===== src/rtl/mhd_pkg.sv =====
// Shared types, widths and the arctangent table for the magnetometer heading block.
// No dependencies.
`default_nettype none

package mhd_pkg;

  // Fixed-point formats of the vector and angle datapaths
  localparam int ANG_FRAC  = 20;           // angle: units of 2^-20 degree
  localparam int VEC_SCALE = 24;           // vector: fraction bits of x and y
  localparam int TABLE_LEN = 24;           // stages that have a table entry
  localparam int VEC_W     = 44;           // 20 integer bits after gain, 24 fraction
  localparam int ANG_W     = 32;
  localparam int RAW_W     = 16;           // one joined sensor reading

  localparam logic signed [ANG_W-1:0] Z_HALF = ANG_W'(180 << ANG_FRAC);
  localparam logic signed [ANG_W-1:0] Z_FULL = ANG_W'(360 << ANG_FRAC);

  // State handed from one cell to the next
  typedef struct packed {
    logic                    hold;   // vector on the x axis: cells pass it unchanged
    logic signed [VEC_W-1:0] x;
    logic signed [VEC_W-1:0] y;
    logic signed [ANG_W-1:0] z;
  } cordic_t;

  // atan(2^-i) in degrees, scaled by 2^20, rounded to nearest
  function automatic logic signed [ANG_W-1:0] atan_entry(input int idx);
    logic signed [ANG_W-1:0] v;
    case (idx)
      0:       v = 32'sd47185920;
      1:       v = 32'sd27855475;
      2:       v = 32'sd14718068;
      3:       v = 32'sd7471121;
      4:       v = 32'sd3750058;
      5:       v = 32'sd1876857;
      6:       v = 32'sd938658;
      7:       v = 32'sd469357;
      8:       v = 32'sd234682;
      9:       v = 32'sd117342;
      10:      v = 32'sd58671;
      11:      v = 32'sd29335;
      12:      v = 32'sd14668;
      13:      v = 32'sd7334;
      14:      v = 32'sd3667;
      15:      v = 32'sd1833;
      16:      v = 32'sd917;
      17:      v = 32'sd458;
      18:      v = 32'sd229;
      19:      v = 32'sd115;
      20:      v = 32'sd57;
      21:      v = 32'sd29;
      22:      v = 32'sd14;
      23:      v = 32'sd7;
      default: v = '0;
    endcase
    return v;
  endfunction

endpackage

`default_nettype wire


===== src/rtl/mhd_cell.sv =====
// One CORDIC vectoring cell: a rotation by +/- atan(2^-STAGE), registered.
// Depends on mhd_pkg.
`default_nettype none

module mhd_cell
  import mhd_pkg::*;
#(
  parameter int STAGE = 0
) (
  input  wire logic    clk,
  input  wire logic    rst,
  input  wire logic    d_valid,
  input  wire cordic_t d,
  output logic         q_valid,
  output cordic_t      q
);

  localparam logic signed [ANG_W-1:0] ATAN_I = atan_entry(STAGE);

  logic signed [VEC_W-1:0] xs;
  logic signed [VEC_W-1:0] ys;
  cordic_t                 q_next;

  // Floor shifts of the incoming vector
  assign xs = $signed(d.x) >>> STAGE;
  assign ys = $signed(d.y) >>> STAGE;

  // Rotate toward the x axis, steered by the sign of y
  always_comb begin
    q_next = d;
    if (!d.hold) begin
      if (!d.y[VEC_W-1]) begin
        q_next.x = d.x + ys;
        q_next.y = d.y - xs;
        q_next.z = d.z + ATAN_I;
      end else begin
        q_next.x = d.x - ys;
        q_next.y = d.y + xs;
        q_next.z = d.z - ATAN_I;
      end
    end
  end

  always_ff @(posedge clk) begin
    if (rst) begin
      q_valid <= 1'b0;
    end else begin
      q_valid <= d_valid;
    end
  end

  always_ff @(posedge clk) begin
    q <= q_next;
  end

  // A held vector passes the cell untouched
  a_hold_pass: assert property (@(posedge clk) disable iff (rst)
    (d_valid && d.hold) |=> (q.hold && q.z == $past(d.z) && q.x == $past(d.x)))
    else $error("held transaction modified by cell");

  // x stays non-negative through a rotation
  a_x_nonneg: assert property (@(posedge clk) disable iff (rst)
    (d_valid && !d.hold && !d.x[VEC_W-1]) |=> !q.x[VEC_W-1])
    else $error("cell x went negative");

  // Valid follows the upstream valid in the cycle after it
  a_valid_delay: assert property (@(posedge clk) disable iff (rst)
    q_valid |-> $past(d_valid))
    else $error("cell valid without upstream valid");

endmodule

`default_nettype wire


===== config.mk =====
export PLATFORM = sky130hd
export DESIGN_NAME = mhd_cell
export DESIGN_NICKNAME = d
export VERILOG_FILES = /design/src/rtl/mhd_pkg.sv /design/src/rtl/mhd_cell.sv
export SDC_FILE = /design/constraint.sdc
export NUM_CORES = 1
export LEC_CHECK = 0
export ABC_CLOCK_PERIOD_IN_PS = 6000
export BUFFER_PORTS_ARGS = -buffer_cell sky130_fd_sc_hd__buf_2
export CAP_MARGIN = 20
export CELL_PAD_IN_SITES_DETAIL_PLACEMENT = 2
export CELL_PAD_IN_SITES_GLOBAL_PLACEMENT = 2
export CORE_ASPECT_RATIO = 2
export CORE_UTILIZATION = 35
export CTS_BUF_LIST = sky130_fd_sc_hd__clkbuf_4
export DETAILED_ROUTE_END_ITERATION = 8
export GPL_TIMING_DRIVEN = 0
export PLACE_DENSITY = 0.95
export SLEW_MARGIN = 0
export SYNTH_ARGS = -nofsm -noshare
export SYNTH_HDL_FRONTEND = slang
export SYNTH_SLANG_ARGS = --single-unit
export TNS_END_PERCENT = 5

===== constraint.sdc =====
create_clock -name clk -period 6 [get_ports clk]
set_input_delay 0 -clock clk [delete_from_list [all_inputs] [get_ports clk]]
set_output_delay 0 -clock clk [all_outputs]
set_load 0.03 [all_outputs]

==> results of run 1 <==
[synthesized netlist by cell type (all sizes together) (3+ instances only)]
master	instances	area, µm²
nor4	11	81.3
or2	8	50.1
a22oi	4	35.0
nor2b	20	133
o21bai	36	270
nand3	16	80.1
a211oi	13	108
o31a	4	35.0
nand2b	11	68.8
a311oi	7	61.3
a21o	29	218
o21ai	147	736
o41ai	6	71.3
dfxtp	122	2440
nand4	20	125
xor2	8	70.1
inv	146	548
o22ai	5	31.3
o221ai	4	35.0
o211ai	6	50.1
a221oi	7	91.3
mux2i	43	430
or3	6	37.5
clkbuf	43	161
buf	37	191
nor3	25	125
and3	4	25.0
nor2	159	597
a31oi	12	75.1
ha	155	1940
clkinv	4	15.0
a21boi	5	37.5
a2111oi	5	57.6
o21a	9	68.8
a21oi	213	1080
nand2	113	424
o31ai	19	170
fa	4	80.1
o2111ai	3	26.3
mux2	7	78.8
xnor2	82	718
[cell families after synthesis]
family                     count (synthesis)  synth area share (%)
DFF                                      122                  20.4
AOI/OAI and AO/OA                        552                  28.7
adders and majority gates                159                  16.9
xor gates and xnor gates                  90                  6.60
and+or+nand+nor                          403                  15.4
buffers and inverters                    230                  7.66
muxes                                     50                  4.26
[metrics by stage]
step,utilization [%],instance area [µm²]
after floorplan,-,12000
after global placement,40.8,13700
after detailed placement,40.8,13700
after CTS,46.3,15600
[layer usage]
metal	GRT overflow	GRT usage (%)
met4	26	62.6
met5	0	2.42
met1	0	44.8
met2	27	85.8
met3	1	24.6
==> run metrics, run 1 <==
stop err=[ERROR GRT-0116] Global routing finished with congestion. Check the congestion regions in the DRC Viewer.; # port buffers=245; gr usage total=between 50% and 60%; Final HPWL DP=~55,000 µm; vias in the first global route=19,600; GPL Wtd Cong=0.990; number of flops mapped to enable cells by yosys=0; Die X=roughly 130 µm; FFs w/ async S/R, synth=0%; Most used DFF post-synth=dfxtp_1; Inst Count DP=approximately 2,300; num ports=~250; FF+latch count, synth=roughly 120; Ys Warns=0; H-tree Lvls=4; chip height=roughly 260 µm; status=did not finish; CTS max path bufs=2; remaining global-route overflow=54; Cell variety after synth=83; PostCTS Resize Cnt=0; Post-Syn Area per Cell=7.44 µm²; clk root buf=clkbuf_4; largest net degree at the start of global routing=17; post-CTS setup buffers=0; Starting Density=a little over a third; cell row count=95; post-synthesis sequential area ratio=between 20 and 25%; Syn Nets=about 1,900; synthesized area=12,000 µm²; Stopped at=global routing; Sink Count=roughly 120; wire length of the first global-routing pass=approximately 140,000 µm; Post-Synthesis Cells=~1,600; pre-CTS setup slack=1400 ps; Post-CTS Hold Buffers=between 150 and 200; CTS Buf Count=17
==> inputs of run 2 (changes only) <==
--- a/config.mk
+++ b/config.mk
@@ -8,14 +8,10 @@
 export ABC_CLOCK_PERIOD_IN_PS = 6000
 export BUFFER_PORTS_ARGS = -buffer_cell sky130_fd_sc_hd__buf_2
 export CAP_MARGIN = 20
-export CELL_PAD_IN_SITES_DETAIL_PLACEMENT = 2
-export CELL_PAD_IN_SITES_GLOBAL_PLACEMENT = 2
-export CORE_ASPECT_RATIO = 2
-export CORE_UTILIZATION = 35
-export CTS_BUF_LIST = sky130_fd_sc_hd__clkbuf_4
+export CORE_UTILIZATION = 20
 export DETAILED_ROUTE_END_ITERATION = 8
 export GPL_TIMING_DRIVEN = 0
-export PLACE_DENSITY = 0.95
+export PLACE_DENSITY_LB_ADDON = 0.15
 export SLEW_MARGIN = 0
 export SYNTH_ARGS = -nofsm -noshare
 export SYNTH_HDL_FRONTEND = slang
==> run 2 against run 1 <==
The run now ends clean; area after synthesis stayed put; synthesized cell count stayed put.
==> run metrics, run 2 <==
drt drc=0; delay-heaviest family, CP=compound AO/OA/AOI/OAI gates; CP startpoint kind=input pin; M1 WL=around 27,000 µm; Detailed Route WL=slightly below 60,000 µm; relative slew slack=between 20 and 25%; final std cells w/o fill=approximately 2,800; Hold Path Class=in2reg; top sig layer=met4; GPL Wtd Cong=0.911 (was 0.990); remaining global-route overflow=0; RSZ-0062 raised after global routing=no; clock slew seen by the registers of the worst setup and hold paths=about 60 ps; post-CTS setup buffers=0 (unchanged); status=complete, no violations (was did not finish); # port buffers=245 (unchanged); Largest regs=q: 121 flops, q_valid: 1 flops; H-tree Lvls=4 (unchanged); CP cell instances=dlygate4sd3_1, buf_2, inv_1, fa_1, o21ba_1, o311ai_1, o21a_2, o2111ai_1, a31oi_1, o211ai_1, o21bai_1, nor4_1, a221o_1, a211oi_1; final worst path period share=around 70%; Ys Warns=0 (unchanged); worst path bufs/invs=3; crit path kind=in2reg; Filler cells=between 6,000 and 7,000; Commonest cells post-synth=a21oi_1 (208), nor2_1 (159), ha_1 (155), o21ai_0 (144), inv_1 (141) (unchanged); Worst Setup End Kind=flop; Pleak=7.30 nW; CTS tree=built; Synth area leader=dfxtp_1 (unchanged); multi-input logic area=around 8600 µm²; clk root buf=clkbuf_16 (was clkbuf_4); Max IR drop VDD=236 µV; Largest register FFs=121; Cell variety after synth=83 (unchanged); total die area=60,700 µm²; CTS max path bufs=2 (unchanged); Starting Density=20.3% (was 35.5%); post-route minimum period=between 4000 and 5000 ps; CP peak stage delay=570 ps; cell row count=89 (was 95); gr usage total=19.4%; Crit. Startpoint=d[33]; WL per Instance=between 20 and 25 µm; Avg Vias per Cell=roughly 4.7; leading cell types in the layout, fill and taps excluded=buf_2 (266), a21oi_1 (208), nor2_1 (159); worst endpoint required time=roughly 6300 ps; TNS Setup=0 ps; Final #Nets=roughly 2,300; Sink Count=122 (unchanged); Worst-Margin Slew=between 1000 and 1500 ps; data arrival time of the critical path=4620 ps; Crit-path slowest cell=a31oi_1; vias=13,100; num ports=246 (unchanged); FF+latch count, synth=122 (unchanged); CTS Buf Count=17 (unchanged); Final HPWL DP=48,100 µm (was 54,600 µm); Starting DRT DRC Count=847; Post-Syn Area per Cell=7.44 µm² (unchanged); post-synthesis sequential area ratio=20.4% (unchanged); wire length of the first global-routing pass=86,200 µm; met3 wire length=3020 µm; TritonRoute pass-1 iters=6; Fin Hold WS=~140 ps; Final setup viols=0; Most used DFF post-synth=dfxtp_1 (unchanged); FFs w/ async S/R, synth=0% (unchanged); Die X=246 µm (was 133 µm); commonest non-fill, non-tap cell in the layout=buf_2; Hold Fails Final Rpt=0; initial antenna violation count=1; pwr dens=about 230 nW/µm²; Worst path depth=14; final number of max-transition violations=0; share of cells above drive strength 1=approximately 17%; largest net degree at the start of global routing=17; chip height=246 µm (was 263 µm); Area growth syn-to-layout=34.1%; pre-CTS setup slack=1590 ps (was 1400 ps); top-count cell post-synth=a21oi_1 (unchanged); post-layout util=approximately 27%; Inst Count DP=2,627 (was 2,288); Worst Setup EP=q[68]; Final Worst Setup Slack=~1700 ps; DRT antenna net count=0; max-cap viol count=0; cell types occupying the most area after synthesis=dfxtp_1 (20%), ha_1 (16%), a21oi_1 (8.7%), o21ai_0 (6.0%), xnor2_1 (6.0%) (unchanged); Critical Path Fanout Max=4; register area=approximately 2400 µm²; Fmax=~230 MHz; vias in the first global route=~14,000; Post-Synthesis Cells=1,606 (unchanged); Syn Nets=1,889 (unchanged); number of flops mapped to enable cells by yosys=0 (unchanged); Yosys top cell area share=20.4% (unchanged); met2 wire len=between 20,000 and 30,000 µm; synthesized area=12,000 µm² (unchanged); Reg with most FFs=q; core box area=~59,000 µm²
==> run 2: worst min path at each step <==
stage / startpoint / to / slack, ps / cells after the start
final: d[68] / q[68] / 140 / 4
after global routing: d[18] / q[18] / 110 / 2
after CTS: d[68] / q[68] / 80 / 4
after detailed placement: d[7] / q[7] / 100 / 1
after global placement: d[6] / q[6] / 100 / 1
after floorplan: d[0] / q[0] / 30 / 0
==> run 2: layout make-up <==
cell class | instances | area share (%)
Multi-Input combinational cell | 1254 | 53.6
Timing Repair Buffer | 371 | 15.6
Sequential cell | 122 | 15.2
Tap cell | 773 | 6.04
Inverter | 150 | 3.51
Clock buffer | 17 | 2.65
Buffer | 80 | 2.20
Clock inverter | 15 | 1.07
Antenna cell | 1 | 0.0156
==> run 2: what timing repair did <==
action                    CTS  global route
hold endpoints to repair  120             0
hold buffers              122             0
gates resized for setup     0             0
==> run 2: report_power, final <==
group          internal, mW  switching, mW
clock network         0.592          0.491
registers             0.922         0.0277
logic                 0.550           1.09
==> run 2: metrics by stage <==
step | instance area, µm² | total power, mW
floorplan | 12000 | 1.98
global placement | 14100 | 2.54
detailed placement | 14200 | 2.53
CTS | 16000 | 3.73
global route | 16000 | 3.90
finish | 16000 | 3.67
==> run 2: cells by family after synthesis <==
kind of cell	after synthesis	synth area share [%]
compound gates	552	28.7
mux	50	4.26
buf+inv	230	7.66
fa+ha+maj	159	16.9
xor+xnor	90	6.60
simple gates	403	15.4
flops	122	20.4
==> run 2: per-layer routing <==
metal,vias up,GRT usage (%)
met5,-,0
met4,0,7.39
met2,378,31.7
li1,6390,-
met1,6314,25.3
met3,63,3.38
Note: power is estimated with default switching activity, not from simulation.
==> inputs of run 3 (changes only) <==
--- a/config.mk
+++ b/config.mk
@@ -5,7 +5,7 @@
 export SDC_FILE = /design/constraint.sdc
 export NUM_CORES = 1
 export LEC_CHECK = 0
-export ABC_CLOCK_PERIOD_IN_PS = 6000
+export ABC_CLOCK_PERIOD_IN_PS = 3940
 export BUFFER_PORTS_ARGS = -buffer_cell sky130_fd_sc_hd__buf_2
 export CAP_MARGIN = 20
 export CORE_UTILIZATION = 20
==> constraint.sdc (replaced) <==
create_clock -name clk -period 3.94 [get_ports clk]
set_input_delay 0 -clock clk [delete_from_list [all_inputs] [get_ports clk]]
set_output_delay 0 -clock clk [all_outputs]
set_load 0.03 [all_outputs]
==> run 3 against run 2 <==
Sequential cell count unchanged; sequential power rose by 53%; worst setup slack got worse by 1600 ps; combinational power is 52% higher; critical path type unchanged; hold slack lost 91 ps; clock power up 53%; non-clock buffer count unchanged; largest power group unchanged; final cell count stayed put; critical endpoint is now q[31]; design area is 0.23% higher.
==> run metrics, run 3 (synthesis gave the netlist of run 2 again) <==
vias=13,100 (about the same); num ports=246 (unchanged); GPL Wtd Cong=0.911 (unchanged); cell row count=89 (unchanged); Avg Vias per Cell=4.71 (was 4.72); multi-input logic area=8630 µm² (was 8590 µm²); final std cells w/o fill=2,783 (unchanged); Final setup viols=0 (unchanged); total die area=60,700 µm² (unchanged); post-route minimum period=3830 ps; final number of max-transition violations=0 (unchanged); largest net degree at the start of global routing=17 (unchanged); Worst-Margin Slew=1130 ps (was 1170 ps); WL per Instance=21.3 µm (about the same); Largest regs=q: 121 flops, q_valid: 1 flops (unchanged); Worst Setup End Kind=flop (unchanged); Max IR drop VDD=361 µV (was 236 µV); Detailed Route WL=59,200 µm (about the same); Area growth syn-to-layout=34.4% (was 34.1%); final worst path period share=~97%; Starting DRT DRC Count=839 (was 847); Worst Hold Launch=d[33] (was d[68]); Hold Path Class=in2reg (unchanged); hold path cells=5 (was 4); Critical Path Fanout Max=13 (was 4); status=complete, no violations (unchanged); Die X=246 µm (unchanged); Reg power frac=25.9% (about the same); data arrival time of the critical path=4240 ps (was 4620 ps); post-CTS setup buffers=0 (unchanged); Starting Density=20.3% (unchanged); clock slew seen by the registers of the worst setup and hold paths=70 ps (was 60 ps); Pleak=7.31 nW (was 7.30 nW); initial antenna violation count=1 (unchanged); chip height=246 µm (unchanged); pre-CTS setup slack=-469 ps (was 1590 ps); H-tree Lvls=4 (unchanged); pwr dens=348 nW/µm² (was 229 nW/µm²); # port buffers=245 (unchanged); clk root buf=clkbuf_16 (unchanged); vias in the first global route=13,500 (about the same); Fmax=between 200 and 300 MHz; internal power=3.14 mW (was 2.06 mW); Final Worst Setup Slack=111 ps (was 1690 ps); Comb power frac=44.6% (about the same); remaining global-route overflow=0 (unchanged); Final #Nets=2,279 (unchanged); share of cells above drive strength 1=17.8% (was 17.5%); worst endpoint required time=4350 ps (was 6320 ps); gr usage total=19.4% (about the same); switching share of power=43.8% (about the same); TritonRoute pass-1 iters=6 (unchanged); Inst Count DP=2,627 (unchanged); Final Power=5.59 mW (was 3.67 mW); RSZ-0062 raised after global routing=yes (was no); core box area=59,000 µm² (unchanged); CP startpoint kind=input pin (unchanged); CTS max path bufs=2 (unchanged); Largest register FFs=121 (unchanged); wire length of the first global-routing pass=86,200 µm (about the same); drt drc=0 (unchanged); commonest non-fill, non-tap cell in the layout=buf_2 (unchanged); WHS Endpoint=q[77] (was q[68]); Final HPWL DP=48,100 µm (unchanged); Sink Count=122 (unchanged); CTS tree=built (unchanged); Hold Fails Final Rpt=0 (unchanged); Crit. Startpoint=d[75] (was d[33]); Filler cells=6,648 (was 6,652); NetSw=2.45 mW (was 1.61 mW); crit path kind=in2reg (unchanged); DRT antenna net count=0 (unchanged); register area=2440 µm² (unchanged); Reg with most FFs=q (unchanged); relative slew slack=24.6% (was 22.2%); max-cap viol count=0 (unchanged); CTS Buf Count=17 (unchanged); leading cell types in the layout, fill and taps excluded=buf_2 (266), a21oi_1 (208), nor2_1 (159) (unchanged); clock power share=29.5% (about the same)
==> run 3: power by group through the flow <==
stage / Combinational, mW / Clock, mW / Sequential [mW]
5_1_grt: 2.70 / 1.79 / 1.46
2_1_floorplan: 1.19 / 0 / 1.82
3_3_place_gp: 2.39 / 0 / 1.47
3_5_place_dp: 2.38 / 0 / 1.48
4_1_cts: 2.49 / 1.74 / 1.45
6_report: 2.50 / 1.65 / 1.45
==> run 3: worst max-delay path, cell delays in order <==
cell	delay, ps
buf_2	230
clkinv_1	210
clkbuf_1	610
buf_1	810
ha_1	410
a21oi_1	210
o21ai_0	120
a21oi_1	220
o21ai_0	120
a21oi_1	240
nor2b_1	80
o21a_1	190
o41ai_1	320
mux2i_1	310
xnor2_1	140
==> run 3: metal layers <==
layer  vias up  wire length, µm  track usage (%)
met1      6311            27200             25.3
li1       6381                -                -
met5         -                0                0
met3        67             2610             3.40
met4         0             1760             7.39
met2       351            27600             31.7
==> run 3: cell type report <==
| class | count | area share [%] |
|---|---|---|
| Antenna cell | 1 | 0.0156 |
| Buffer | 80 | 2.20 |
| Clock buffer | 17 | 2.65 |
| Clock inverter | 15 | 1.07 |
| Inverter | 150 | 3.51 |
| Multi-Input combinational cell | 1254 | 53.7 |
| Sequential cell | 122 | 15.2 |
| Tap cell | 773 | 6.02 |
| Timing Repair Buffer | 371 | 15.6 |
==> run 3: per-stage QoR <==
stage / hold WS (ps) / instance area [µm²] / setup TNS (ps) / utilization [%]
floorplan: 27.7 / 12000 / 0 / -
global placement: 102 / 14100 / -1130 / 24.0
detailed placement: 104 / 14200 / -1090 / 24.0
CTS: 1.41 / 16000 / 0 / 27.1
global route: 70.7 / 16100 / -309 / 27.2
finish: 53.0 / 16100 / 0 / 27.2
==> run 3: worst max path at each step <==
| stage | endpoint | cells past startpoint |
|---|---|---|
| after floorplan | q[31] | 14 |
| after global placement | q[31] | 15 |
| after detailed placement | q[31] | 15 |
| after CTS | q[68] | 12 |
| after global routing | q[30] | 16 |
| final | q[31] | 15 |
==> run 3: timing repair <==
| item | 4_1_cts | 5_1_grt |
|---|---|---|
| gates resized for setup | 0 | 9 |
| hold buffers | 122 | 0 |
| endpoints found under the hold margin | 120 | 0 |
| endpoints found under the setup margin | 0 | 8 |
==> inputs of run 4 (changes only) <==
--- a/config.mk
+++ b/config.mk
@@ -7,10 +7,8 @@
 export LEC_CHECK = 0
 export ABC_CLOCK_PERIOD_IN_PS = 3940
 export BUFFER_PORTS_ARGS = -buffer_cell sky130_fd_sc_hd__buf_2
-export CAP_MARGIN = 20
 export CORE_UTILIZATION = 20
 export DETAILED_ROUTE_END_ITERATION = 8
-export GPL_TIMING_DRIVEN = 0
 export PLACE_DENSITY_LB_ADDON = 0.15
 export SLEW_MARGIN = 0
 export SYNTH_ARGS = -nofsm -noshare
==> run 4 against run 3 <==
Clock-buffer cell count unchanged; global-route usage is 2.4 points lower; routed wire length fell by 13%; largest cell class unchanged.
==> run metrics, run 4 (synthesis gave the netlist of run 2 again) <==
Largest regs=q: 121 flops, q_valid: 1 flops (unchanged); Die X=246 µm (unchanged); Max IR drop VDD=351 µV (was 361 µV); drt drc=0 (unchanged); share of cells above drive strength 1=19.1% (was 17.8%); # port buffers=245 (unchanged); Sink Count=122 (unchanged); Worst Setup End Kind=flop (unchanged); wire length of the first global-routing pass=77,700 µm (was 86,200 µm); total die area=60,700 µm² (unchanged); final std cells w/o fill=2,755 (was 2,783); CTS Buf Count=17 (unchanged); GPL Wtd Cong=0.860 (was 0.911); initial antenna violation count=1 (unchanged); num ports=246 (unchanged); Worst Hold Launch=d[18] (was d[33]); post-CTS setup buffers=0 (unchanged); Avg Vias per Cell=4.61 (was 4.71); data arrival time of the critical path=4170 ps (was 4240 ps); relative slew slack=42.5% (was 24.6%); max-cap viol count=0 (unchanged); CP most frequent cell=a21oi_2 (was a21oi_1); TritonRoute pass-1 iters=5 (was 6); final number of max-transition violations=0 (unchanged); WHS Endpoint=q[18] (was q[77]); Hold Fails Final Rpt=0 (unchanged); Largest register FFs=121 (unchanged); crit path kind=in2reg (unchanged); H-tree Lvls=4 (unchanged); worst path bufs/invs=3 (was 4); hold path cells=2 (was 5); CP cell instances=dlygate4sd3_1, buf_2, ha_1, inv_1, fa_1, o21ba_1, o311ai_1, o21a_2, o31ai_4, a21oi_2, o211ai_2, a21oi_2, o21ai_1, a21oi_1, mux2_1, a221oi_1 (was buf_2, clkinv_1, clkbuf_1, buf_1, ha_1, a21oi_1, o21ai_0, a21oi_1, o21ai_0, a21oi_1, nor2b_1, o21a_1, o41ai_1, mux2i_1, xnor2_1); status=complete, no violations (unchanged); Final Worst Setup Slack=113 ps (was 111 ps); clk root buf=clkbuf_16 (unchanged); largest net degree at the start of global routing=83 (was 17); diode count=0 (was 1); Crit-path slowest cell=dlygate4sd3_1 (was buf_1); Area growth syn-to-layout=34.4% (about the same); worst endpoint required time=4290 ps (was 4350 ps); post-route minimum period=3830 ps (about the same); Final HPWL DP=41,700 µm (was 48,100 µm); Pleak=7.37 nW (was 7.31 nW); pre-CTS setup slack=229 ps (was -469 ps); chip height=246 µm (unchanged); post-layout util=27.2% (about the same); commonest non-fill, non-tap cell in the layout=buf_2 (unchanged); pwr dens=349 nW/µm² (was 348 nW/µm²); Worst path depth=16 (was 15); remaining global-route overflow=0 (unchanged); vias=12,700 (was 13,100); CTS tree=built (unchanged); core box area=59,000 µm² (unchanged); Final #Nets=2,252 (was 2,279); RSZ-0062 raised after global routing=no (was yes); Starting Density=20.3% (unchanged); Hold Path Class=in2reg (unchanged); vias in the first global route=13,000 (was 13,500); Worst-Margin Slew=862 ps (was 1130 ps); Filler cells=6,610 (was 6,648); gr usage total=17.0% (was 19.4%); Critical Path Fanout Max=4 (was 13); Fmax=261 MHz (about the same); Detailed Route WL=51,600 µm (was 59,200 µm); WL per Instance=18.7 µm (was 21.3 µm); Inst Count DP=2,599 (was 2,627); Reg with most FFs=q (unchanged); TNS Setup=0 ps (unchanged); leading cell types in the layout, fill and taps excluded=buf_2 (243), a21oi_1 (208), nor2_1 (159) (was buf_2 (266), a21oi_1 (208), nor2_1 (159)); cell row count=89 (unchanged); final worst path period share=97.1% (was 97.2%); register area=2440 µm² (unchanged); multi-input logic area=8600 µm² (was 8630 µm²); Final setup viols=0 (unchanged); CTS max path bufs=2 (unchanged); delay-heaviest family, CP=compound AO/OA/AOI/OAI gates (was buffers and inverters); clock slew seen by the registers of the worst setup and hold paths=70 ps (about the same); DRT antenna net count=0 (unchanged); Starting DRT DRC Count=726 (was 839); CP startpoint kind=input pin (unchanged); CP peak stage delay=530 ps (was 810 ps)
## run 4: cell count changes in the layout (fill, tap and decap cells not counted), sizes merged
cell         before  now
diode             1    0
dlygate4sd3     122  124
buf             286  300
clkbuf           60   17
## run 4: worst max-delay path by stage
stage               start      to  slack, ps
detailed placement  d[45]   q[74]        230
finish              d[76]   q[70]        110
CTS                 d[45]   q[74]        210
global placement    d[52]  q[119]        200
global route        d[52]  q[119]          9
floorplan           d[75]   q[31]       1150
## run 4: area by class of cell
cell class	count	area share, %
multi-input cells	1254	53.5
repair buffers	424	18.0
inverters	150	3.51
flip-flops and latches	122	15.2
clock buffers	17	2.65
well taps	773	6.02
clock inverters	15	1.05
## run 4: layer usage
metal,global-route usage (%),up-vias,share of wire (%)
met5,0,-,0.025
met4,7.12,2,3.0
met3,2.69,71,3.9
met2,27.5,315,46
met1,22.2,5999,47
li1,-,6312,-
## run 4: power by group
part	internal, mW	switching, mW	leakage, nW
combinational	0.880	1.57	6.05
sequential	1.40	0.0513	1.03
clock	0.900	0.797	0.290
## run 4: what timing repair did
action / CTS / global route
hold endpoints to repair: 122 / 0
resized for setup: 0 / 2
setup endpoints to repair: 0 / 2
hold buffers: 124 / 0
## run 4: metrics by stage
stage               hold slack, ps  area, µm²  power [mW]
CTS                           98.5      16100        5.71
finish                         143      16100        5.60
global route                   123      16100        5.96
global placement               102      14200        3.85
detailed placement             104      14200        3.84
floorplan                     27.7      12000        3.01
