### config.mk
export PLATFORM = sky130hd
export DESIGN_NAME = mhd_round
export DESIGN_NICKNAME = d
export VERILOG_FILES = /design/src/rtl/mhd_pkg.sv /design/src/rtl/mhd_round.sv
export SDC_FILE = /design/constraint.sdc
export NUM_CORES = 1
export LEC_CHECK = 0
export BUFFER_PORTS_ARGS = -buffer_cell sky130_fd_sc_hd__buf_4
export CORE_ASPECT_RATIO = 0.9
export CORE_MARGIN = 4
export CORE_UTILIZATION = 46
export DETAILED_ROUTE_END_ITERATION = 6
export HOLD_SLACK_MARGIN = 0.06
export PLACE_DENSITY = 0.75
export SKIP_CTS_REPAIR_TIMING = 1
export SYNTH_ARGS = -nofsm -noshare
export SYNTH_HDL_FRONTEND = slang
export SYNTH_SLANG_ARGS = --single-unit
### constraint.sdc
create_clock -name clk -period 8.7 [get_ports clk]
set_input_delay 1.74 -clock clk [delete_from_list [all_inputs] [get_ports clk]]
set_output_delay 1.74 -clock clk [all_outputs]
set_load 0.02 [all_outputs]
### src/rtl/mhd_pkg.sv
// Shared types, widths and the arctangent table for the magnetometer heading block.
// No dependencies.
`default_nettype none

package mhd_pkg;

  // Fixed-point formats of the vector and angle datapaths
  localparam int ANG_FRAC  = 20;           // angle: units of 2^-20 degree
  localparam int VEC_SCALE = 24;           // vector: fraction bits of x and y
  localparam int TABLE_LEN = 24;           // stages that have a table entry
  localparam int VEC_W     = 44;           // 20 integer bits after gain, 24 fraction
  localparam int ANG_W     = 32;
  localparam int RAW_W     = 16;           // one joined sensor reading

  localparam logic signed [ANG_W-1:0] Z_HALF = ANG_W'(180 << ANG_FRAC);
  localparam logic signed [ANG_W-1:0] Z_FULL = ANG_W'(360 << ANG_FRAC);

  // State handed from one cell to the next
  typedef struct packed {
    logic                    hold;   // vector on the x axis: cells pass it unchanged
    logic signed [VEC_W-1:0] x;
    logic signed [VEC_W-1:0] y;
    logic signed [ANG_W-1:0] z;
  } cordic_t;

  // atan(2^-i) in degrees, scaled by 2^20, rounded to nearest
  function automatic logic signed [ANG_W-1:0] atan_entry(input int idx);
    logic signed [ANG_W-1:0] v;
    case (idx)
      0:       v = 32'sd47185920;
      1:       v = 32'sd27855475;
      2:       v = 32'sd14718068;
      3:       v = 32'sd7471121;
      4:       v = 32'sd3750058;
      5:       v = 32'sd1876857;
      6:       v = 32'sd938658;
      7:       v = 32'sd469357;
      8:       v = 32'sd234682;
      9:       v = 32'sd117342;
      10:      v = 32'sd58671;
      11:      v = 32'sd29335;
      12:      v = 32'sd14668;
      13:      v = 32'sd7334;
      14:      v = 32'sd3667;
      15:      v = 32'sd1833;
      16:      v = 32'sd917;
      17:      v = 32'sd458;
      18:      v = 32'sd229;
      19:      v = 32'sd115;
      20:      v = 32'sd57;
      21:      v = 32'sd29;
      22:      v = 32'sd14;
      23:      v = 32'sd7;
      default: v = '0;
    endcase
    return v;
  endfunction

endpackage

`default_nettype wire

### src/rtl/mhd_round.sv
// Output stage: offset by 180 degrees, clamp to 0..360, round to FRACTION_BITS.
// Depends on mhd_pkg.
`default_nettype none

module mhd_round
  import mhd_pkg::*;
#(
  parameter int FRACTION_BITS = 7
) (
  input  wire logic                    clk,
  input  wire logic                    rst,
  input  wire logic                    in_valid,
  input  wire logic signed [ANG_W-1:0] z,
  output logic                         out_valid,
  output logic [15:0]                  heading_fixed,
  output logic [8:0]                   heading_whole_degrees
);

  localparam int                SHIFT  = ANG_FRAC - FRACTION_BITS;
  localparam logic [ANG_W-1:0]  RND    = ANG_W'(1) << (SHIFT - 1);
  localparam logic [ANG_W-1:0]  HF_MAX = ANG_W'(360) << FRACTION_BITS;

  logic signed [ANG_W-1:0] h;
  logic [ANG_W-1:0]        hc;
  logic [ANG_W-1:0]        hf;
  logic [ANG_W-1:0]        hf_sat;

  // Offset and clamp to the heading range
  always_comb begin
    h = z + Z_HALF;
    if (h[ANG_W-1]) begin
      hc = '0;
    end else if (h > Z_FULL) begin
      hc = Z_FULL;
    end else begin
      hc = h;
    end
    hf     = (hc + RND) >> SHIFT;
    hf_sat = (hf > HF_MAX) ? HF_MAX : hf;
  end

  always_ff @(posedge clk) begin
    if (rst) begin
      out_valid <= 1'b0;
    end else begin
      out_valid <= in_valid;
    end
  end

  always_ff @(posedge clk) begin
    heading_fixed         <= hf_sat[15:0];
    heading_whole_degrees <= hf_sat[FRACTION_BITS +: 9];
  end

  // Whole degrees never exceed a full turn
  a_whole_range: assert property (@(posedge clk) disable iff (rst)
    out_valid |-> (heading_whole_degrees <= 9'd360))
    else $error("heading out of range");

  // A result follows an incoming angle in the cycle after it
  a_out_delay: assert property (@(posedge clk) disable iff (rst)
    out_valid |-> $past(in_valid))
    else $error("result without incoming angle");

  // Offset angle of zero or below gives heading zero
  a_clamp_low: assert property (@(posedge clk) disable iff (rst)
    (in_valid && h[ANG_W-1]) |=> (heading_fixed == 16'd0))
    else $error("negative heading not clamped");

endmodule

`default_nettype wire

=== Word-level counts from Yosys, hierarchy flattened ===
Index checks and enable logic that the tools add are counted.

* Register bits after elaboration: 17
* Bits in latches: 0
* Memory bits (writable): 0
* Memory bits (read-only): 0
* Input port bits: 35
* Output and inout bits: 26
* Word-level logic and storage cells: 9
* Memories kept: 0

* Add/sub/neg operators: 2
* Multipliers: 0
* Div/mod/pow operators: 0
* Magnitude comparators: 2
* Equal/unequal tests: 0
* Shift operators: 0
* Multiplexer cells: 2
* Bitwise gates (word level): 0
* Reductions and logical operators: 0

{| class="wikitable"
|+ Operators with widths
! operator !! count
|-
| $add 32x13->32 const B || 1
|-
| $add 32x29->32 const B || 1
|-
| $gt 32x30->1 const B || 1
|-
| $mux 32 || 1
|-
| $mux 31 || 1
|-
| $gt 19x16->1 const B || 1
|}

=== Depth between registers and ports, before layout ===
Gate-level depths: netlist (run 1).

* Depth after elaboration: 6
* Depth in mapped cells: 16
* Gate-level depth less buffers: 15

=== Least setup slack after synthesis (run 1) ===
Ideal clock, no wire load.

* Path kind: input to register
* From: in z[22]
* To: reg heading_fixed[10]
* Library setup time: 128 ps
* Data arrival time: 4936 ps
* Data required time: 8572 ps
* Setup slack: 3636 ps
* Cell stages on the path: 15
* Path buffers: 1
* Path through: ha_1 o31a_1 or3_1 a211oi_1 o32a_1 and3_1 ha_1 nand4_1 nor4_1 nand2_1 and4b_1 nor4_2 or2_1 buf_6 o21ai_1

* Word-level cells in the longest chain between the ends: 6

{| class="wikitable"
|+ Ends and longest elaborated chain
! element !! line !! RTL
|-
| start: declaration || mhd_round.sv:13 || <nowiki>input wire logic signed [ANG_W-1:0] z,</nowiki>
|-
| $add 32x29->32 (*) || mhd_round.sv:30 || <nowiki>h = z + Z_HALF;</nowiki>
|-
| $gt 32x30->1 || mhd_round.sv:33 || <nowiki>end else if (h > Z_FULL) begin</nowiki>
|-
| $mux 31 || mhd_round.sv:33 ||
|-
| $mux 32 (*) || mhd_round.sv:31 || <nowiki>if (h[ANG_W-1]) begin</nowiki>
|-
| $add 32x13->32 (*) || mhd_round.sv:38 || <nowiki>hf = (hc + RND) >> SHIFT;</nowiki>
|-
| $gt 19x16->1 || mhd_round.sv:39 || <nowiki>hf_sat = (hf > HF_MAX) ? HF_MAX : hf;</nowiki>
|-
| end signal: assignment || mhd_round.sv:51 || <nowiki>heading_fixed <= hf_sat[15:0];</nowiki>
|-
| end: declaration || mhd_round.sv:15 || <nowiki>output logic [15:0] heading_fixed,</nowiki>
|}

Mark *: on every way between the ends. The rest lies on a longest branch, timed or not.
A chain may end at the register's enable or synchronous reset.

=== Worst setup path after layout (run 1) ===
* From: in z[22]
* To: reg heading_fixed[11]

The elaborated chain is that of the path after synthesis.

==> results of run 1 <==
-- flip-flops by register name (all words and copies together), names as in the netlist --
| register | flops |
|---|---|
| heading_fixed | 16 |
| out_valid | 1 |
-- layout by cell type, fill, tap and decap left out, drive strengths merged, types with 2 or more instances in the layout --
master   Yosys  layout
or2          3       3
nor3b        2       2
clkbuf       1       4
inv          6       6
nor2        11      11
a21oi        4       4
o2bb2ai      8       8
xor2         7       7
nor4         5       5
and2         2       2
xnor2       15      15
o21ai       11      11
nand2        9       9
nand3        8       8
nand4        6       6
and3         5       5
dfxtp       17      17
or3          3       3
a211oi       4       4
ha           3       3
nor3        17      17
buf         14      60
-- worst max-delay path by stage --
stage / startpoint / endpoint / slack (ps) / cells after the start
6_report: z[22] / heading_fixed[11]$_SDFF_PN0_ / 3170 / 15
2_1_floorplan: z[22] / heading_fixed[10]$_SDFF_PN1_ / 3640 / 15
4_1_cts: z[22] / heading_fixed[11]$_SDFF_PN0_ / 3230 / 15
5_1_grt: z[22] / heading_fixed[11]$_SDFF_PN0_ / 2900 / 15
3_5_place_dp: z[22] / heading_fixed[11]$_SDFF_PN0_ / 2940 / 15
3_3_place_gp: z[22] / heading_fixed[11]$_SDFF_PN0_ / 3070 / 15
-- logic make-up (layout without fill, tap and decap cells) --
| logic type | count (synthesis) | after routing | share of synthesized area (%) |
|---|---|---|---|
| mux | 2 | 2 | 1.44 |
| fa+ha+maj | 3 | 3 | 2.54 |
| xor+xnor | 22 | 22 | 14.8 |
| simple gates | 77 | 77 | 29.4 |
| buf+inv | 21 | 70 | 9.30 |
| compound gates | 39 | 39 | 19.5 |
| flops | 17 | 17 | 23.0 |
-- routing by layer --
layer  vias up  GRT usage [%]  share of wire (%)
met5         -              0                  0
met1       656           22.6                 47
li1        766              -                  -
met3         4           1.08                9.0
met4         0           2.55               0.50
met2        59           26.9                 44
-- report_power, final --
part           total (mW)  switching (mW)  internal (mW)
registers          0.0839         0.00172         0.0822
clock network      0.0380          0.0202         0.0177
logic              0.0788          0.0439         0.0349
total               0.201          0.0659          0.135
-- final cells by class --
type	instances	area (um^2)	share of cell area [%]
inverters	6	22.5	1.19
repair buffers	60	450	23.8
well taps	42	52.6	2.77
clock buffers	4	26.3	1.39
multi-input cells	143	1000	52.9
flip-flops and latches	17	340	18.0
-- metrics by stage --
stage                     hold WS (ps)  instance area, um^2
after CTS                         1610                 1890
after floorplan                   1810                 1480
after global placement            1900                 1870
after detailed placement          1900                 1870
final                             1610                 1890
after global routing              1600                 1890
==> metrics.md, run 1 <==
| Metric | Value |
|---|---|
| Fin crit share | `between 60 and 70%` |
| Final Setup Violations | `0` |
| DR vias/cell | `roughly 5.5` |
| Endpoint, Worst Hold | `out_valid$_SDFF_PP0_` |
| Clock Path Buffers | `2` |
| Final RePlAce weighted congestion | `0.825` |
| Syn_area_per_cell | `8.18 um^2` |
| CTS tree | `done` |
| RSZ-0062 raised after global routing | `no` |
| Min cycle time layout | `about 5500 ps` |
| Finished Layout Cells | `approximately 270` |
| Fin Setup TNS | `0 ps` |
| CP cell instances | `buf_4, ha_1, o31a_1, or3_1, a211oi_1, o32a_1, and3_1, ha_1, nand4_1, nor4_1, nand2_1, and4b_1, nor4_2, or2_1, and3_1` |
| Die area | `0.00419 mm^2` |
| # fillers | `287` |
| # port buffers | `60` |
| Worst setup margin | `approximately 3200 ps` |
| CP top delay family | `simple AND/OR/NAND/NOR gates` |
| Clk sinks | `17` |
| IR Drop Worst-Case VDD | `approximately 0.038 mV` |
| Wire length per cell | `approximately 12 um` |
| Routed Antenna Nets | `0` |
| Num CTS Buffers | `3` |
| Data arrival, critical path | `5750 ps` |
| Hold path depth | `2` |
| Max Slew Vio Count | `0` |
| H-tree depth | `1` |
| Yosys reg bits | `17` |
| Final hold vios | `0` |
| Post-Syn Area | `0.00148 mm^2` |
| Clock Pin Slew Worst Setup and Hold Paths | `90 ps` |
| Pin slew with the least headroom to its limit | `872 ps` |
| Final wirelength | `3380 um` |
| Initial antenna violation count | `0` |
| CP max FO | `11` |
| Fmax | `181 MHz` |
| Yosys top cell area share | `23.0%` |
| Worst hold start | `rst` |
| First-pass GRT wire length | `5290 um` |
| Placed cell count | `268` |
| Slew HR | `41.5%` |
| Synth Flop Type | `dfxtp_1` |
| Synth-to-Final Area Change | `28.0%` |
| CP max stage delay | `420 ps` |
| Drt drc | `0` |
| Max-cap viol count | `0` |
| Total gr overflow | `0` |
| Critical Path Start Type | `input port` |
| Worst EP required | `8920 ps` |
| Yosys cell types | `between 50 and 60` |
| Die Y | `61.8 um` |
| Placed wire-length estimate | `2860 um` |
| Fraction of layout cells with a size suffix above 1 | `a little under a third` |
| Sequential share of the synthesized area | `23.0%` |
| Synth area leader | `dfxtp_1` |
| Vias | `1485` |
| CP Capture Type | `flop` |
| Core area | `between 0.003 and 0.004 mm^2` |
| Layout Nets | `269` |
| Critical path buffer and inverter count | `1` |
| Mapped Cells | `between 150 and 200` |
| CP Class | `in -> reg` |
| Outcome | `completed` |
| Slowest cell on the critical path | `nor4_1` |
| Synth top area cells | `dfxtp_1, xnor2_1, nor3_1` |
| # rows | `19` |
| DRT iter0 DRCs | `47` |
| Overall Power | `0.201 mW` |
| Vias in the first global route | `1221` |
| CTS root buf | `clkbuf_4` |
| Post-place setup slack | `2940 ps` |
| Pwr/cell area | `106 mW/mm^2` |
| Tot GR Track Use | `around 16%` |
| Final Util | `between 60% and 70%` |
| Ys Warns | `0` |
| Largest net degree at the start of global routing | `14` |
| Diodes inserted | `0` |
| EDFF count, synth | `0` |
| Initial core utilization | `between 40% and 50%` |
| P_leak | `0.766 nW` |
| Num ports | `61` |
| Top post-synthesis cells by count | `dfxtp_1, nor3_1, xnor2_1` |
| Die width | `67.8 um` |
| Detailed Routing Iterations Pass 1 | `4` |
| Hold crit path type | `in -> reg` |
| Ys async rst share | `0%` |
| Syn_nets | `219` |
(Power assumes the default switching activity.)
==> run 2: changes to the inputs <==
--- a/config.mk
+++ b/config.mk
@@ -8,7 +8,7 @@
 export BUFFER_PORTS_ARGS = -buffer_cell sky130_fd_sc_hd__buf_4
 export CORE_ASPECT_RATIO = 0.9
 export CORE_MARGIN = 4
-export CORE_UTILIZATION = 46
+export CORE_UTILIZATION = 44
 export DETAILED_ROUTE_END_ITERATION = 6
 export HOLD_SLACK_MARGIN = 0.06
 export PLACE_DENSITY = 0.75
==> constraint.sdc (replaced) <==
create_clock -name clk -period 4.9 [get_ports clk]
set_input_delay 0.98 -clock clk [delete_from_list [all_inputs] [get_ports clk]]
set_output_delay 0.98 -clock clk [all_outputs]
set_load 0.02 [all_outputs]
==> run 2 against run 1 <==
Non-clock buffer count is 4 higher. First-iteration DRC count rose by 53%. Final cell count up 1.5%. Sequential share of layout area shrank 0.51 points. Sequential power rose by 78%. Clock-buffer cell count unchanged. Design area rose by 2.9%. Global-route usage fell by 0.54 points. Critical endpoint is now heading_fixed[1]$_SDFF_PN0_.
==> metrics.md, run 2 (synthesis gave the netlist of run 1 again) <==
| Metric | Value |
|---|---|
| Outcome | `completed` |
| Biggest register | `heading_fixed` |
| Initial antenna violation count | `0 (unchanged)` |
| Pin slew with the least headroom to its limit | `912 ps (+40.4 ps)` |
| Max reg flops | `16 (unchanged)` |
| Fin Setup TNS | `0 ps (unchanged)` |
| # rows | `19 (unchanged)` |
| Critical path buffer and inverter count | `1 (unchanged)` |
| CP max stage delay | `360 ps (-60 ps)` |
| CP Class | `in -> reg` |
| Tot GR Track Use | `15.3% (-0.54 points)` |
| Data arrival, critical path | `4780 ps (-970 ps)` |
| # fillers | `303 (+5.6%)` |
| Fmax | `about 220 MHz` |
| Wire length per cell | `12.7 um (+2.6%)` |
| CTS root buf | `clkbuf_8` |
| # port buffers | `60 (unchanged)` |
| Num ports | `61 (unchanged)` |
| Die width | `69.1 um (+2.0%)` |
| RSZ-0062 raised after global routing | `no` |
| Clock Path Buffers | `2 (unchanged)` |
| Largest net degree at the start of global routing | `14 (unchanged)` |
| Layout Nets | `273 (+1.5%)` |
| CP Capture Type | `flop` |
| DR vias/cell | `5.38 (-1.5%)` |
| Clk sinks | `17 (unchanged)` |
| Pwr/cell area | `199 mW/mm^2 (+88%)` |
| Post-place setup slack | `18.2 ps (-2930 ps)` |
| Synth-to-Final Area Change | `31.7%` |
| Routed Antenna Nets | `0 (unchanged)` |
| Total gr overflow | `0 (unchanged)` |
| Commonest cells after routing, fill and taps aside | `buf_4, nor3_1, dfxtp_1` |
| CP max FO | `10 (-1)` |
| Clock Pin Slew Worst Setup and Hold Paths | `60 ps (-30 ps)` |
| Initial core utilization | `47.2% (-1.1 points)` |
| P_leak | `0.793 nW (+3.5%)` |
| Max-cap viol count | `0 (unchanged)` |
| Core area | `0.00314 mm^2 (+2.3%)` |
| Placed cell count | `272 (+1.5%)` |
| Final RePlAce weighted congestion | `0.908 (+10%)` |
| Min cycle time layout | `about 4600 ps` |
| Vias | `1484 (-0.067%)` |
| Hold crit path type | `in -> reg` |
| Slowest cell on the critical path | `a211oi_1` |
| Most common cell after layout, fill and taps aside | `buf_4` |
| Final Setup Violations | `0 (unchanged)` |
| Fraction of layout cells with a size suffix above 1 | `33.3% (+1.6 points)` |
| Placed wire-length estimate | `2910 um (+1.9%)` |
| DRT iter0 DRCs | `72 (+53%)` |
| IR Drop Worst-Case VDD | `0.0948 mV (+150%)` |
| CP cell instances | `buf_4, ha_1, o31a_1, or3_1, a211oi_1, o32a_1, and3_1, ha_1, nand4_1, nor2_1, mux2_2, nor3b_1, o21ai_0, a221o_1, a211oi_1` |
| Finished Layout Cells | `276 (+1.5%)` |
| CP top delay family | `compound AO/OA/AOI/OAI gates` |
| First-pass GRT wire length | `5840 um (+11%)` |
| Detailed Routing Iterations Pass 1 | `6 (+2)` |
| Final wirelength | `3510 um (+4.1%)` |
| Vias in the first global route | `1353 (+11%)` |
| H-tree depth | `1 (unchanged)` |
| Slew HR | `38.7% (-2.7 points)` |
| Die area | `0.00436 mm^2 (+4.0%)` |
| Fin crit share | `94.6%` |
| Num CTS Buffers | `3 (unchanged)` |
| Final hold vios | `0 (unchanged)` |
| CTS tree | `done` |
| Max Slew Vio Count | `0 (unchanged)` |
| Diodes inserted | `0 (unchanged)` |
| Worst setup margin | `267 ps (-2900 ps)` |
| Biggest regs | `heading_fixed: 16 flops, out_valid: 1 flops` |
| Die Y | `63.0 um (+2.0%)` |
| Critical Path Start Type | `input port` |
| Worst EP required | `5050 ps (-3870 ps)` |
| Drt drc | `0 (unchanged)` |
==> run 2: cell types whose count changed in the layout (fill, tap and decap cells not counted) <==
cell / before / now
nor4_1: 4 / 3
clkbuf_4: 3 / 0
clkbuf_8: 0 / 3
nor4_2: 1 / 2
buf_4: 60 / 64
==> run 2: worst paths after layout <==
path  depth (start not counted)  slack, ps  start                          end
min                           2        890    rst         out_valid$_SDFF_PP0_
max                          15        270  z[22]  heading_fixed[1]$_SDFF_PN0_
==> run 2: stage by stage <==
step / power, mW / hold slack, ps / utilization (%) / instance area [um^2]
floorplan: 0.241 / 1050 / - / 1480
global placement: 0.293 / 1140 / 60.5 / 1900
detailed placement: 0.295 / 1140 / 60.5 / 1900
CTS: 0.389 / 891 / 61.9 / 1940
global route: 0.408 / 898 / 62.1 / 1950
finish: 0.387 / 891 / 62.1 / 1950
==> run 2: where the power goes <==
part	switching, mW	internal (mW)	total, mW
logic	0.0793	0.0643	0.144
clock network	0.0372	0.0573	0.0945
registers	0.00301	0.146	0.149
==> run 2: layer usage <==
| metal | global-route usage [%] | vias up | wire [um] |
|---|---|---|---|
| met5 | 0 | - | 0 |
| met4 | 5.37 | 0 | 27 |
| met3 | 2.25 | 2 | 226 |
| met2 | 25.6 | 61 | 1560 |
| met1 | 19.9 | 647 | 1700 |
| li1 | - | 774 | - |
==> run 2: final cells by class <==
cell class              instances  area (um^2)  area share, %
repair buffers                 64          480           24.6
inverters                       6         22.5           1.16
well taps                      42         52.6           2.70
multi-input cells             143         1010           51.7
clock buffers                   4         45.0           2.31
flip-flops and latches         17          340           17.5
==> run 3: changes to the inputs <==
--- a/config.mk
+++ b/config.mk
@@ -7,11 +7,12 @@
 export LEC_CHECK = 0
 export BUFFER_PORTS_ARGS = -buffer_cell sky130_fd_sc_hd__buf_4
 export CORE_ASPECT_RATIO = 0.9
-export CORE_MARGIN = 4
-export CORE_UTILIZATION = 44
+export CORE_UTILIZATION = 45
+export CTS_BUF_LIST = sky130_fd_sc_hd__clkbuf_2
 export DETAILED_ROUTE_END_ITERATION = 6
 export HOLD_SLACK_MARGIN = 0.06
-export PLACE_DENSITY = 0.75
+export PLACE_DENSITY = 0.77
+export RECOVER_POWER = 25
 export SKIP_CTS_REPAIR_TIMING = 1
 export SYNTH_ARGS = -nofsm -noshare
 export SYNTH_HDL_FRONTEND = slang
==> run 3 against run 2 <==
Via count grew 3.6%. Design area shrank 3.4%. Maximum frequency grew 0.48%. Flip-flop and latch count is the same. Worst hold slack lost 59 ps. Sequential share of layout area grew 0.61 points. Final cell count shrank 0.36%. Largest cell class unchanged.
==> metrics.md, run 3 (synthesis gave the netlist of run 1 again) <==
| Metric | Value |
|---|---|
| Clock Pin Slew Worst Setup and Hold Paths | `140 ps (+80 ps)` |
| Pwr/cell area | `185 mW/mm^2 (-6.9%)` |
| Die area | `0.00352 mm^2 (-19%)` |
| Placed wire-length estimate | `2750 um (-5.4%)` |
| Clock Path Buffers | `2 (unchanged)` |
| Max reg flops | `16 (unchanged)` |
| Data arrival, critical path | `4810 ps (+30 ps)` |
| H-tree depth | `1 (unchanged)` |
| Num CTS Buffers | `3 (unchanged)` |
| Biggest regs | `heading_fixed: 16 flops, out_valid: 1 flops` |
| Vias in the first global route | `1342 (-0.81%)` |
| DRT iter0 DRCs | `55 (-24%)` |
| Most common cell after layout, fill and taps aside | `buf_4` |
| Combinational Power Share | `40.0% (+2.9 points)` |
| Largest net degree at the start of global routing | `14 (unchanged)` |
| Final RePlAce weighted congestion | `0.777 (-14%)` |
| Biggest register | `heading_fixed` |
| P_leak | `0.744 nW (-6.2%)` |
| Total gr overflow | `0 (unchanged)` |
| Final hold vios | `0 (unchanged)` |
| IR Drop Worst-Case VDD | `0.0763 mV (-19%)` |
| Initial antenna violation count | `0 (unchanged)` |
| CP Class | `in -> reg` |
| Final wirelength | `3360 um (-4.3%)` |
| CTS root buf | `clkbuf_2` |
| DR vias/cell | `5.59 (+4.0%)` |
| Switching Fraction | `35.3% (+4.4 points)` |
| Synth-to-Final Area Change | `27.2%` |
| First-pass GRT wire length | `5720 um (-2.1%)` |
| RSZ-0062 raised after global routing | `no` |
| Vias | `1538 (+3.6%)` |
| Slew HR | `37.7% (-1.0 points)` |
| Met3 WL post-DR | `272 um (+20%)` |
| Clk sinks | `17 (unchanged)` |
| Max Slew Vio Count | `0 (unchanged)` |
| Placed cell count | `271 (-0.37%)` |
| Pin slew with the least headroom to its limit | `928 ps (+15.3 ps)` |
| Max-cap viol count | `0 (unchanged)` |
| Core area | `0.00309 mm^2 (-1.5%)` |
| Die Y | `56.4 um (-10%)` |
| Die width | `62.5 um (-9.7%)` |
| Critical Path Start Type | `input port` |
| Num ports | `61 (unchanged)` |
| Routed Antenna Nets | `0 (unchanged)` |
| Initial core utilization | `47.9% (+0.73 points)` |
| Min cycle time layout | `4610 ps (-22.2 ps)` |
| Routed metal-1 wirelength | `1520 um (-11%)` |
| Wire length per cell | `12.2 um (-3.9%)` |
| DR top layer | `met4` |
| Fraction of layout cells with a size suffix above 1 | `29.6% (-3.7 points)` |
| CP Capture Type | `flop` |
| Diodes inserted | `0 (unchanged)` |
| DR WL met2 | `1520 um (-2.8%)` |
| Commonest cells after routing, fill and taps aside | `buf_4, nor3_1, dfxtp_1` |
| Internal power | `0.226 mW (-16%)` |
| Outcome | `completed` |
| Fmax | `217 MHz (+0.48%)` |
| Hold crit path type | `in -> reg` |
| Flop pwr share | `42.8% (+4.3 points)` |
| CTS tree | `done` |
| Clock power frac | `17.2% (-7.2 points)` |
| Detailed Routing Iterations Pass 1 | `4 (-2)` |
| CP max FO | `10 (unchanged)` |
| Fin crit share | `94.1% (-0.45 points)` |
| Drt drc | `0 (unchanged)` |
| Final Setup Violations | `0 (unchanged)` |
| # rows | `19 (unchanged)` |
| Worst EP required | `5100 ps (+50 ps)` |
| # port buffers | `60 (unchanged)` |
| Finished Layout Cells | `275 (-0.36%)` |
| Tot GR Track Use | `19.8% (+4.5 points)` |
| Final Util | `60.9% (-1.2 points)` |
| Layout Nets | `272 (-0.37%)` |
| Net Sw Power | `0.123 mW (+2.9%)` |
## run 3: changes by cell type in the layout (fill, tap and decap cells not counted), sizes merged
| cell | before | now |
|---|---|---|
| clkbuf | 4 | 13 |
| clkinv | 0 | 1 |
| buf | 64 | 53 |
## run 3: path summary, 6_finish.rpt
| kind | start | end | slack (ps) | cells past startpoint |
|---|---|---|---|---|
| worst max-delay path | z[22] | heading_fixed[1]$_SDFF_PN0_ | 290 | 15 |
| worst min-delay path | rst | out_valid$_SDFF_PP0_ | 830 | 2 |
## run 3: metal layers
layer / track usage (%) / vias up
li1: - / 768
met1: 27.0 / 682
met2: 31.8 / 80
met3: 1.42 / 8
met4: 9.30 / 0
met5: 0 / -
## run 3: critical path: stages
cell and delay, ps:
buf_4 150, ha_1 240, o31a_1 280, or3_1 310
a211oi_1 350, o32a_1 340, and3_1 210, ha_1 220
nand4_1 240, nor2_1 230, mux2_2 350, nor3b_1 190
o21ai_0 140, a221o_1 360, a211oi_1 230
## run 3: final cells by class
type | count | area, um^2
tap | 42 | 52.6
timing repair buffer | 63 | 439
clock buffer | 3 | 15.0
sequential | 17 | 340
inverter | 6 | 22.5
fill | 300 | 1210
clock inverter | 1 | 5.00
multi-input combinational | 143 | 1010
## run 3: per-stage QoR
| step | TNS (ps) | total power [mW] | area [um^2] | hold WS (ps) | worst slack (ps) |
|---|---|---|---|---|---|
| 2_1_floorplan | 0 | 0.241 | 1480 | 1050 | 596 |
| 3_3_place_gp | 0 | 0.291 | 1890 | 1140 | 106 |
| 3_5_place_dp | -15.7 | 0.293 | 1890 | 1150 | -14.8 |
| 4_1_cts | 0 | 0.352 | 1910 | 819 | 248 |
| 5_1_grt | 0 | 0.375 | 1880 | 796 | 3.77 |
| 6_report | 0 | 0.349 | 1880 | 831 | 289 |
## run 3: power by group through the flow
| stage | sequential, mW | clock [mW] | combinational [mW] |
|---|---|---|---|
| after floorplan | 0.162 | 0 | 0.0785 |
| after global placement | 0.152 | 0 | 0.139 |
| after detailed placement | 0.153 | 0 | 0.141 |
| after CTS | 0.149 | 0.0616 | 0.141 |
| after global routing | 0.151 | 0.0729 | 0.152 |
| final | 0.149 | 0.0601 | 0.139 |
